File: src/rtl/core/rpfa_pkg.sv
// Package for the row predicate filter: payload types, register map, codes and limits.
package rpfa_pkg;

   // Sizing of the scan and of the predicate.
   localparam int unsigned MAX_ROWS       = 65536;
   localparam int unsigned MAX_CONDITIONS = 4;

   // Field widths.
   localparam int unsigned VALUE_W  = 32;
   localparam int unsigned COUNT_W  = 17;
   localparam int unsigned SUM_W    = 48;
   localparam int unsigned COND_W   = 3;
   localparam int unsigned CODE_W   = 3;
   localparam int unsigned SELECT_W = 4;
   localparam int unsigned CODES_W  = 12;
   localparam int unsigned JOIN_W   = 3;

   // Configuration port.
   localparam int unsigned CSR_DATA_W = 32;
   localparam int unsigned CSR_ADDR_W = 5;

   // The match count stops at the row limit, which never passes the count field's maximum.
   localparam int unsigned COUNT_MAX_RAW = (1 << COUNT_W) - 1;
   localparam logic [COUNT_W-1:0] COUNT_LIMIT =
      COUNT_W'((MAX_ROWS > COUNT_MAX_RAW) ? COUNT_MAX_RAW : MAX_ROWS);

   // Clamped condition count.
   localparam logic [COND_W-1:0] COND_MAX = COND_W'(MAX_CONDITIONS);

   // Saturation bounds of the sums.
   localparam logic signed [SUM_W-1:0] SUM_MAX = {1'b0, {(SUM_W-1){1'b1}}};
   localparam logic signed [SUM_W-1:0] SUM_MIN = {1'b1, {(SUM_W-1){1'b0}}};

   // Register indexes in address order.
   typedef enum logic [2:0] {
      REG_CONDITION_COUNT = 3'd0,
      REG_FIELD_SELECTS   = 3'd1,
      REG_COMPARE_CODES   = 3'd2,
      REG_JOIN_OPS        = 3'd3,
      REG_COMPARE_VALUE_0 = 3'd4,
      REG_COMPARE_VALUE_1 = 3'd5,
      REG_COMPARE_VALUE_2 = 3'd6,
      REG_COMPARE_VALUE_3 = 3'd7
   } reg_index_type;

   // Comparison codes; the two remaining codes make a condition false.
   typedef enum logic [CODE_W-1:0] {
      CMP_EQ = 3'd0,
      CMP_NE = 3'd1,
      CMP_GT = 3'd2,
      CMP_LT = 3'd3,
      CMP_GE = 3'd4,
      CMP_LE = 3'd5
   } cmp_code_type;

   // Join operators.
   localparam logic JOIN_OR  = 1'b0;
   localparam logic JOIN_AND = 1'b1;

   // Field select values.
   localparam logic SELECT_KEY = 1'b0;
   localparam logic SELECT_AGE = 1'b1;

   // Input row.
   typedef struct packed {
      logic signed [VALUE_W-1:0] row_key;
      logic signed [VALUE_W-1:0] row_age;
      logic                      end_of_scan;
   } req_type;

   // Result of one row.
   typedef struct packed {
      logic                      row_match;
      logic        [COUNT_W-1:0] match_count;
      logic signed [SUM_W-1:0]   key_sum;
      logic signed [SUM_W-1:0]   age_sum;
      logic                      scan_done;
   } rsp_type;

   // A row after the predicate stage.
   typedef struct packed {
      logic                      row_match;
      logic signed [VALUE_W-1:0] row_key;
      logic signed [VALUE_W-1:0] row_age;
      logic                      end_of_scan;
   } matched_type;

   // Saturating add of a signed row value to a signed sum.
   function automatic logic signed [SUM_W-1:0] sat_add(
      input logic signed [SUM_W-1:0]   acc,
      input logic signed [VALUE_W-1:0] value
   );
      logic signed [SUM_W:0] total;
      logic signed [SUM_W-1:0] result;
      total = {acc[SUM_W-1], acc} + {{(SUM_W+1-VALUE_W){value[VALUE_W-1]}}, value};
      if (total[SUM_W] != total[SUM_W-1]) begin
         result = total[SUM_W] ? SUM_MIN : SUM_MAX;
      end else begin
         result = total[SUM_W-1:0];
      end
      return result;
   endfunction

endpackage

File: src/rtl/core/row_predicate_filter_aggregate.sv
// Row predicate filter with running match count and key and age sums.
// Pipeline: a row accepted at the input passes the input, predicate and result registers on
// its way to the result port. Throughput: one row per cycle while rsp_ready is high; the
// accumulators update as rows leave the predicate stage; every stage advances when the next frees.
// Reset (synchronous): configuration registers and accumulators clear, all stages empty, ready
// high as soon as reset is released.
module row_predicate_filter_aggregate (
   input  logic                                clock,
   input  logic                                reset,
   input  logic                                req_valid,
   output logic                                req_ready,
   input  rpfa_pkg::req_type                   req_data,
   output logic                                rsp_valid,
   input  logic                                rsp_ready,
   output rpfa_pkg::rsp_type                   rsp_data,
   input  logic                                csr_psel,
   input  logic                                csr_penable,
   input  logic                                csr_pwrite,
   input  logic [rpfa_pkg::CSR_ADDR_W-1:0]     csr_paddr,
   input  logic [rpfa_pkg::CSR_DATA_W-1:0]     csr_pwdata,
   output logic [rpfa_pkg::CSR_DATA_W-1:0]     csr_prdata,
   output logic                                csr_pready
);

   // Configuration registers.
   logic [rpfa_pkg::COND_W-1:0]           cond_count_ff;
   logic [rpfa_pkg::SELECT_W-1:0]         field_sel_ff;
   logic [rpfa_pkg::CODES_W-1:0]          cmp_codes_ff;
   logic [rpfa_pkg::JOIN_W-1:0]           join_ops_ff;
   logic signed [rpfa_pkg::VALUE_W-1:0]   cmp_value_ff [rpfa_pkg::MAX_CONDITIONS];

   // Pipeline stages.
   logic                                  in_valid_ff;
   rpfa_pkg::req_type                     in_ff;
   logic                                  mid_valid_ff;
   rpfa_pkg::matched_type                 mid_ff;
   rpfa_pkg::matched_type                 mid_in;
   logic                                  out_valid_ff;
   rpfa_pkg::rsp_type                     out_ff;
   rpfa_pkg::rsp_type                     out_in;

   // Accumulators.
   logic [rpfa_pkg::COUNT_W-1:0]          count_acc_ff;
   logic signed [rpfa_pkg::SUM_W-1:0]     key_acc_ff;
   logic signed [rpfa_pkg::SUM_W-1:0]     age_acc_ff;

   // Stage advance controls.
   logic                                  out_ready;
   logic                                  mid_ready;
   logic                                  in_move;
   logic                                  mid_move;
   logic                                  csr_write;
   rpfa_pkg::reg_index_type               csr_index;

   logic [rpfa_pkg::COND_W-1:0]           active_count;
   logic [rpfa_pkg::MAX_CONDITIONS-1:0]   cond_true;

   // A stage takes a new transaction when it is empty or its content moves on.
   assign out_ready = !out_valid_ff || rsp_ready;
   assign mid_ready = !mid_valid_ff || out_ready;
   assign req_ready = !in_valid_ff || mid_ready;
   assign in_move   = in_valid_ff && mid_ready;
   assign mid_move  = mid_valid_ff && out_ready;

   assign rsp_valid = out_valid_ff;
   assign rsp_data  = out_ff;

   // Configuration port decode.
   assign csr_pready = 1'b1;
   assign csr_index  = rpfa_pkg::reg_index_type'(csr_paddr[4:2]);
   assign csr_write  = csr_psel && csr_penable && csr_pwrite && csr_pready;

   // Register read back.
   always_comb begin
      unique case (csr_index)
         rpfa_pkg::REG_CONDITION_COUNT:
            csr_prdata = rpfa_pkg::CSR_DATA_W'(cond_count_ff);
         rpfa_pkg::REG_FIELD_SELECTS:
            csr_prdata = rpfa_pkg::CSR_DATA_W'(field_sel_ff);
         rpfa_pkg::REG_COMPARE_CODES:
            csr_prdata = rpfa_pkg::CSR_DATA_W'(cmp_codes_ff);
         rpfa_pkg::REG_JOIN_OPS:
            csr_prdata = rpfa_pkg::CSR_DATA_W'(join_ops_ff);
         rpfa_pkg::REG_COMPARE_VALUE_0: csr_prdata = cmp_value_ff[0];
         rpfa_pkg::REG_COMPARE_VALUE_1: csr_prdata = cmp_value_ff[1];
         rpfa_pkg::REG_COMPARE_VALUE_2: csr_prdata = cmp_value_ff[2];
         rpfa_pkg::REG_COMPARE_VALUE_3: csr_prdata = cmp_value_ff[3];
      endcase
   end

   // Register writes.
   always_ff @(posedge clock) begin
      if (reset) begin
         cond_count_ff <= '0;
         field_sel_ff  <= '0;
         cmp_codes_ff  <= '0;
         join_ops_ff   <= '0;
         for (int i = 0; i < rpfa_pkg::MAX_CONDITIONS; i++) begin
            cmp_value_ff[i] <= '0;
         end
      end else if (csr_write) begin
         unique case (csr_index)
            rpfa_pkg::REG_CONDITION_COUNT:
               cond_count_ff <= csr_pwdata[rpfa_pkg::COND_W-1:0];
            rpfa_pkg::REG_FIELD_SELECTS:
               field_sel_ff <= csr_pwdata[rpfa_pkg::SELECT_W-1:0];
            rpfa_pkg::REG_COMPARE_CODES:
               cmp_codes_ff <= csr_pwdata[rpfa_pkg::CODES_W-1:0];
            rpfa_pkg::REG_JOIN_OPS:
               join_ops_ff <= csr_pwdata[rpfa_pkg::JOIN_W-1:0];
            rpfa_pkg::REG_COMPARE_VALUE_0: cmp_value_ff[0] <= csr_pwdata;
            rpfa_pkg::REG_COMPARE_VALUE_1: cmp_value_ff[1] <= csr_pwdata;
            rpfa_pkg::REG_COMPARE_VALUE_2: cmp_value_ff[2] <= csr_pwdata;
            rpfa_pkg::REG_COMPARE_VALUE_3: cmp_value_ff[3] <= csr_pwdata;
         endcase
      end
   end

   // One comparator per condition.
   always_comb begin
      logic signed [rpfa_pkg::VALUE_W-1:0] operand;
      for (int i = 0; i < rpfa_pkg::MAX_CONDITIONS; i++) begin
         operand = (field_sel_ff[i] == rpfa_pkg::SELECT_AGE) ? in_ff.row_age : in_ff.row_key;
         case (rpfa_pkg::cmp_code_type'(cmp_codes_ff[rpfa_pkg::CODE_W*i +: rpfa_pkg::CODE_W]))
            rpfa_pkg::CMP_EQ: cond_true[i] = (operand == cmp_value_ff[i]);
            rpfa_pkg::CMP_NE: cond_true[i] = (operand != cmp_value_ff[i]);
            rpfa_pkg::CMP_GT: cond_true[i] = (operand >  cmp_value_ff[i]);
            rpfa_pkg::CMP_LT: cond_true[i] = (operand <  cmp_value_ff[i]);
            rpfa_pkg::CMP_GE: cond_true[i] = (operand >= cmp_value_ff[i]);
            rpfa_pkg::CMP_LE: cond_true[i] = (operand <= cmp_value_ff[i]);
            default:          cond_true[i] = 1'b0;
         endcase
      end
   end

   // Fold the conditions left to right; an empty predicate passes every row.
   assign active_count = (cond_count_ff > rpfa_pkg::COND_MAX) ? rpfa_pkg::COND_MAX
                                                               : cond_count_ff;

   always_comb begin
      logic match;
      match = cond_true[0];
      for (int i = 1; i < rpfa_pkg::MAX_CONDITIONS; i++) begin
         if (rpfa_pkg::COND_W'(i) < active_count) begin
            if (join_ops_ff[i-1] == rpfa_pkg::JOIN_AND) begin
               match = match && cond_true[i];
            end else begin
               match = match || cond_true[i];
            end
         end
      end
      mid_in.row_match   = (active_count == '0) ? 1'b1 : match;
      mid_in.row_key     = in_ff.row_key;
      mid_in.row_age     = in_ff.row_age;
      mid_in.end_of_scan = in_ff.end_of_scan;
   end

   // Running totals including the row in the predicate register.
   always_comb begin
      out_in.row_match   = mid_ff.row_match;
      out_in.scan_done   = mid_ff.end_of_scan;
      out_in.match_count = count_acc_ff;
      out_in.key_sum     = key_acc_ff;
      out_in.age_sum     = age_acc_ff;
      if (mid_ff.row_match) begin
         if (count_acc_ff < rpfa_pkg::COUNT_LIMIT) begin
            out_in.match_count = count_acc_ff + 1'b1;
         end
         out_in.key_sum = rpfa_pkg::sat_add(key_acc_ff, mid_ff.row_key);
         out_in.age_sum = rpfa_pkg::sat_add(age_acc_ff, mid_ff.row_age);
      end
   end

   // Stage valid flags and accumulators.
   always_ff @(posedge clock) begin
      if (reset) begin
         in_valid_ff  <= 1'b0;
         mid_valid_ff <= 1'b0;
         out_valid_ff <= 1'b0;
         count_acc_ff <= '0;
         key_acc_ff   <= '0;
         age_acc_ff   <= '0;
      end else begin
         if (req_ready) begin
            in_valid_ff <= req_valid;
         end
         if (mid_ready) begin
            mid_valid_ff <= in_valid_ff;
         end
         if (out_ready) begin
            out_valid_ff <= mid_valid_ff;
         end
         if (mid_move) begin
            if (mid_ff.end_of_scan) begin
               count_acc_ff <= '0;
               key_acc_ff   <= '0;
               age_acc_ff   <= '0;
            end else begin
               count_acc_ff <= out_in.match_count;
               key_acc_ff   <= out_in.key_sum;
               age_acc_ff   <= out_in.age_sum;
            end
         end
      end
   end

   // Stage payloads.
   always_ff @(posedge clock) begin
      if (req_valid && req_ready) begin
         in_ff <= req_data;
      end
      if (in_move) begin
         mid_ff <= mid_in;
      end
      if (mid_move) begin
         out_ff <= out_in;
      end
   end

   // The match count never passes its limit.
   assert property (@(posedge clock) disable iff (reset)
      count_acc_ff <= rpfa_pkg::COUNT_LIMIT)
      else $error("match count above its limit");

   // The last row of a scan leaves all accumulators cleared.
   assert property (@(posedge clock) disable iff (reset)
      (mid_move && mid_ff.end_of_scan)
      |=> (count_acc_ff == '0 && key_acc_ff == '0 && age_acc_ff == '0))
      else $error("accumulators not cleared after end of scan");

   // A row that fails the predicate leaves the count unchanged.
   assert property (@(posedge clock) disable iff (reset)
      (mid_move && !mid_ff.row_match && !mid_ff.end_of_scan)
      |=> (count_acc_ff == $past(count_acc_ff)))
      else $error("count changed on a rejected row");

   // A matching result always reports a nonzero count.
   assert property (@(posedge clock) disable iff (reset)
      (rsp_valid && rsp_data.row_match) |-> (rsp_data.match_count != '0))
      else $error("matching row with zero count");

endmodule

File: config.mk
export PLATFORM = sky130hd
export DESIGN_NAME = row_predicate_filter_aggregate
export DESIGN_NICKNAME = d
export VERILOG_FILES = /design/src/rtl/core/rpfa_pkg.sv /design/src/rtl/core/row_predicate_filter_aggregate.sv
export SDC_FILE = /design/constraint.sdc
export NUM_CORES = 1
export LEC_CHECK = 0
export BUFFER_PORTS_ARGS = -buffer_cell sky130_fd_sc_hd__buf_4
export CAP_MARGIN = 30
export CORE_UTILIZATION = 55
export DETAILED_ROUTE_END_ITERATION = 16
export PLACE_DENSITY = 0.81
export SETUP_SLACK_MARGIN = 0.5
export SLEW_MARGIN = 20
export SYNTH_ARGS = -nofsm -noshare
export SYNTH_HDL_FRONTEND = slang
export SYNTH_SLANG_ARGS = --single-unit
File: constraint.sdc
create_clock -name clock -period 6.1 [get_ports clock]
set_input_delay 0.61 -clock clock [delete_from_list [all_inputs] [get_ports clock]]
set_output_delay 0.61 -clock clock [all_outputs]
set_load 0.01 [all_outputs]
==> impl_metrics.toml <==
[grt]
antenna_found_initial = 0
grt_overflow = 0
grt_pass1_vias = 23900
grt_first_pass_wirelength_um = 138000
grtUsageTotal_pct = 31.6
grt_max_degree = 79

[detailed_routing]
vias = 24600
firstDrtPassIters = 8
wire_per_inst_um = 23.2
drt_iter0_drc = 2377
drc_errors = 0
drt-total-wl_um = 90000
via_per_inst = 6.34
antenna_left = 0

[status]
status = "completed"

[die]
core-area_sq_um = 54200
die_x_um = 237
die-area_sq_um = 56300
start_util_pct = 56.2
std_cell_rows = 85
pin_count = 259
dieHeight_um = 237

[layout]
stdcell_area_sq_um = 35000
syn2layout_area_growth_pct = 14.9
antenna_cells = 0
fin_cells = 3884
fillCellCount = 4312
layout.nets = 3483
drive_gt1_share_pct = 18.4

[clock_network]
path_clk_slew_ns = 0.06
numCtsBuffers = 54
clock-sinks = 512
clock_latency_ns = 0.62
post_cts_buffers = 0
cts_tree = "yes"
cts.path.max_buffers = 3
root_buffer = "clkbuf_16"
htreeDepth = 2

[pwr]
powerDensity_nw_per_um2 = 258
total_power_uw = 9050
p_leak_uw = 0.0146
ir_worst_vdd_mv = 0.257

[critical_path]
reg2reg_depth = 19
endpoint_kind = "register"
cp_num_buf_inv = 3
arrival_ns = 5.86
crit_required_ns = 6.60
cp_slowest_cell = "a41oi_4"
r2r_setup_slack_ns = 0.74
path_cells = "ha_1 -> inv_1 -> fa_1 -> nor2b_1 -> o21ai_1 -> a21boi_0 -> o31ai_1 -> a211oi_2 -> o2111ai_2 -> a31oi_4 -> a31oi_1 -> ha_1 -> inv_1 -> a211oi_2 -> a41oi_4 -> buf_4 -> o211ai_1 -> o21a_1 -> a22o_1"
worst-path-max-fanout = 14
cpLargestDelayFamily = "compound AO/OA/AOI/OAI gates"
worst-path-stages = 19
startpoint_type = "register"
crit_path_max_incr_delay_ns = 0.63
path_class = "register to register"

[sta]
finalCriticalPeriod_ns = 5.36
worstMarginPinSlew_ns = 0.989
tns_ns = 0
skew_ns = 0.0205
finalSetupViolations = 0
hold_viol = 0
slew_viol_final = 0
slew_headroom_pct = 33.7
fin_ws_ns = 0.745
rsz0062_at_grt = "false"
max_freq_mhz = 187
finalCritPeriodShare_pct = 87.8

[synthesis]
avgSynthCellArea_sq_um = 10.4
synth-async-reset-ratio_pct = 0
ys_warn_count = 0
ys_types = 91
synthTopCellsByArea = "edfxtp_1 (37%), ha_1 (9.4%), dfxtp_1 (9.1%), mux2_2 (5.3%), a21oi_1 (3.8%)"
synthCells = 2939
ys_seq_elements = 512
yosysTopAreaCell = "edfxtp_1"
syn_area_sq_um = 30500
synth_top_cell_area_share_pct = 36.9
synth-seq-area-share_pct = 45.9
ys.flop_type = "edfxtp_1"
synth_edf_count = 374
syn-num-nets = 3279

[placed_design]
post-place-cells = 3783
place_congestion = 0.986
numPortBuffers = 255
placed_area_sq_um = 33100
hpwl_um = 66200
dp_slack_ns = 0.621

[run]
cap_viol_max_count = 0

[worst_hold_path]
hold_depth = 1
hold_path.class = "primary input to register"
## state kept, by name (all words and copies together) (netlist names), 3 cells and up
register       flops
in_ff             65
cmp_value_ff     128
rsp_data         115
mid_ff            66
count_acc_ff      17
join_ops_ff        3
age_acc_ff        48
field_sel_ff       4
cond_count_ff      3
key_acc_ff        48
cmp_codes_ff      12
## cell families after synthesis
| kind of cell | after synthesis | share of synthesized area (%) |
|---|---|---|
| DFF | 512 | 45.9 |
| and+or+nand+nor | 777 | 12.6 |
| buffers and inverters | 331 | 4.19 |
| muxes | 180 | 6.92 |
| xor gates and xnor gates | 94 | 2.70 |
| AOI/OAI and AO/OA | 812 | 18.1 |
| other | 1 | 0.0123 |
| adders and majority gates | 232 | 9.57 |
## power by group
part           switching [uW]  leakage, uW  internal, uW
logic                     835      0.00909           582
registers                 165      0.00463          3940
clock network            1420     0.000910          2100
total                    2430       0.0146          6620
## cell usage after synthesis, types with 24 or more instances
cell        n
xnor2_1    62
a22o_1     71
nand2_1   186
ha_1      229
nand4_1    47
a22oi_1    24
nand3_1    57
nor2_1    207
a31oi_1    40
o21ai_0   118
mux2_2    144
dfxtp_1   138
inv_1     179
o21a_1     36
a21oi_1   230
xor2_1     32
edfxtp_1  374
a21o_1     91
clkbuf_1  132
a221o_1    28
nor3_1     38
and2_1    132
mux2i_1    26
## what timing repair did
| action | 4_1_cts | 5_1_grt |
|---|---|---|
| endpoints found under the setup margin | 0 | 52 |
| gates resized for setup | 0 | 8 |
| hold buffers | 0 | 0 |
## worst paths after layout
| check | start | endpoint |
|---|---|---|
| worst max-delay path | mid_ff[33]$_DFFE_PP_ | key_acc_ff[22]$_SDFFE_PP0P_ |
| worst min-delay path | req_data[48] | in_ff[48]$_DFFE_PP_ |
| worst max register to register | mid_ff[33]$_DFFE_PP_ | key_acc_ff[22]$_SDFFE_PP0P_ |
| worst min register to register | in_ff[0]$_DFFE_PP_ | mid_ff[0]$_DFFE_PP_ |
## layout by cell type, fill, tap and decap left out, drive strengths merged, types with 71 or more instances in the layout
| cell type | instances |
|---|---|
| a21o | 91 |
| a21oi | 231 |
| a22o | 71 |
| and2 | 132 |
| buf | 299 |
| dfxtp | 138 |
| edfxtp | 374 |
| ha | 229 |
| inv | 180 |
| mux2 | 144 |
| nand2 | 187 |
| nor2 | 208 |
| o21ai | 124 |
## worst register-to-register path, cell delays in order (launching register included)
cell,delay [ns]
edfxtp_1,0.39
ha_1,0.19
inv_1,0.05
fa_1,0.40
nor2b_1,0.14
o21ai_1,0.09
a21boi_0,0.35
o31ai_1,0.17
a211oi_2,0.38
o2111ai_2,0.26
a31oi_4,0.44
a31oi_1,0.22
ha_1,0.49
inv_1,0.16
a211oi_2,0.08
a41oi_4,0.63
buf_4,0.31
o211ai_1,0.11
o21a_1,0.18
a22o_1,0.20
## final cells by class
cell class | count | area (sq um) | area share [%]
clock buffer | 65 | 1470 | 4.19
inverter | 180 | 678 | 1.94
clock inverter | 36 | 434 | 1.24
tap | 696 | 871 | 2.49
multi-input combinational | 2096 | 15300 | 43.7
timing repair buffer | 299 | 2250 | 6.43
sequential | 512 | 14000 | 40.0
## through the flow
step,util (%),hold WS (ns)
CTS,64.5,0.139
global route,64.5,0.157
global placement,60.9,0.413
detailed placement,61.0,0.420
finish,64.5,0.158
floorplan,-,0.400
## routing by layer
layer  up-vias  wire [um]  global-route usage, %
met5         -          0                      0
met4         0       3240                   11.4
met3       186       6460                   3.66
met2      1132      42300                   52.3
met1     11900      38100                   42.8
li1      11400          -                      -
Note: power is estimated with default switching activity, not from simulation.
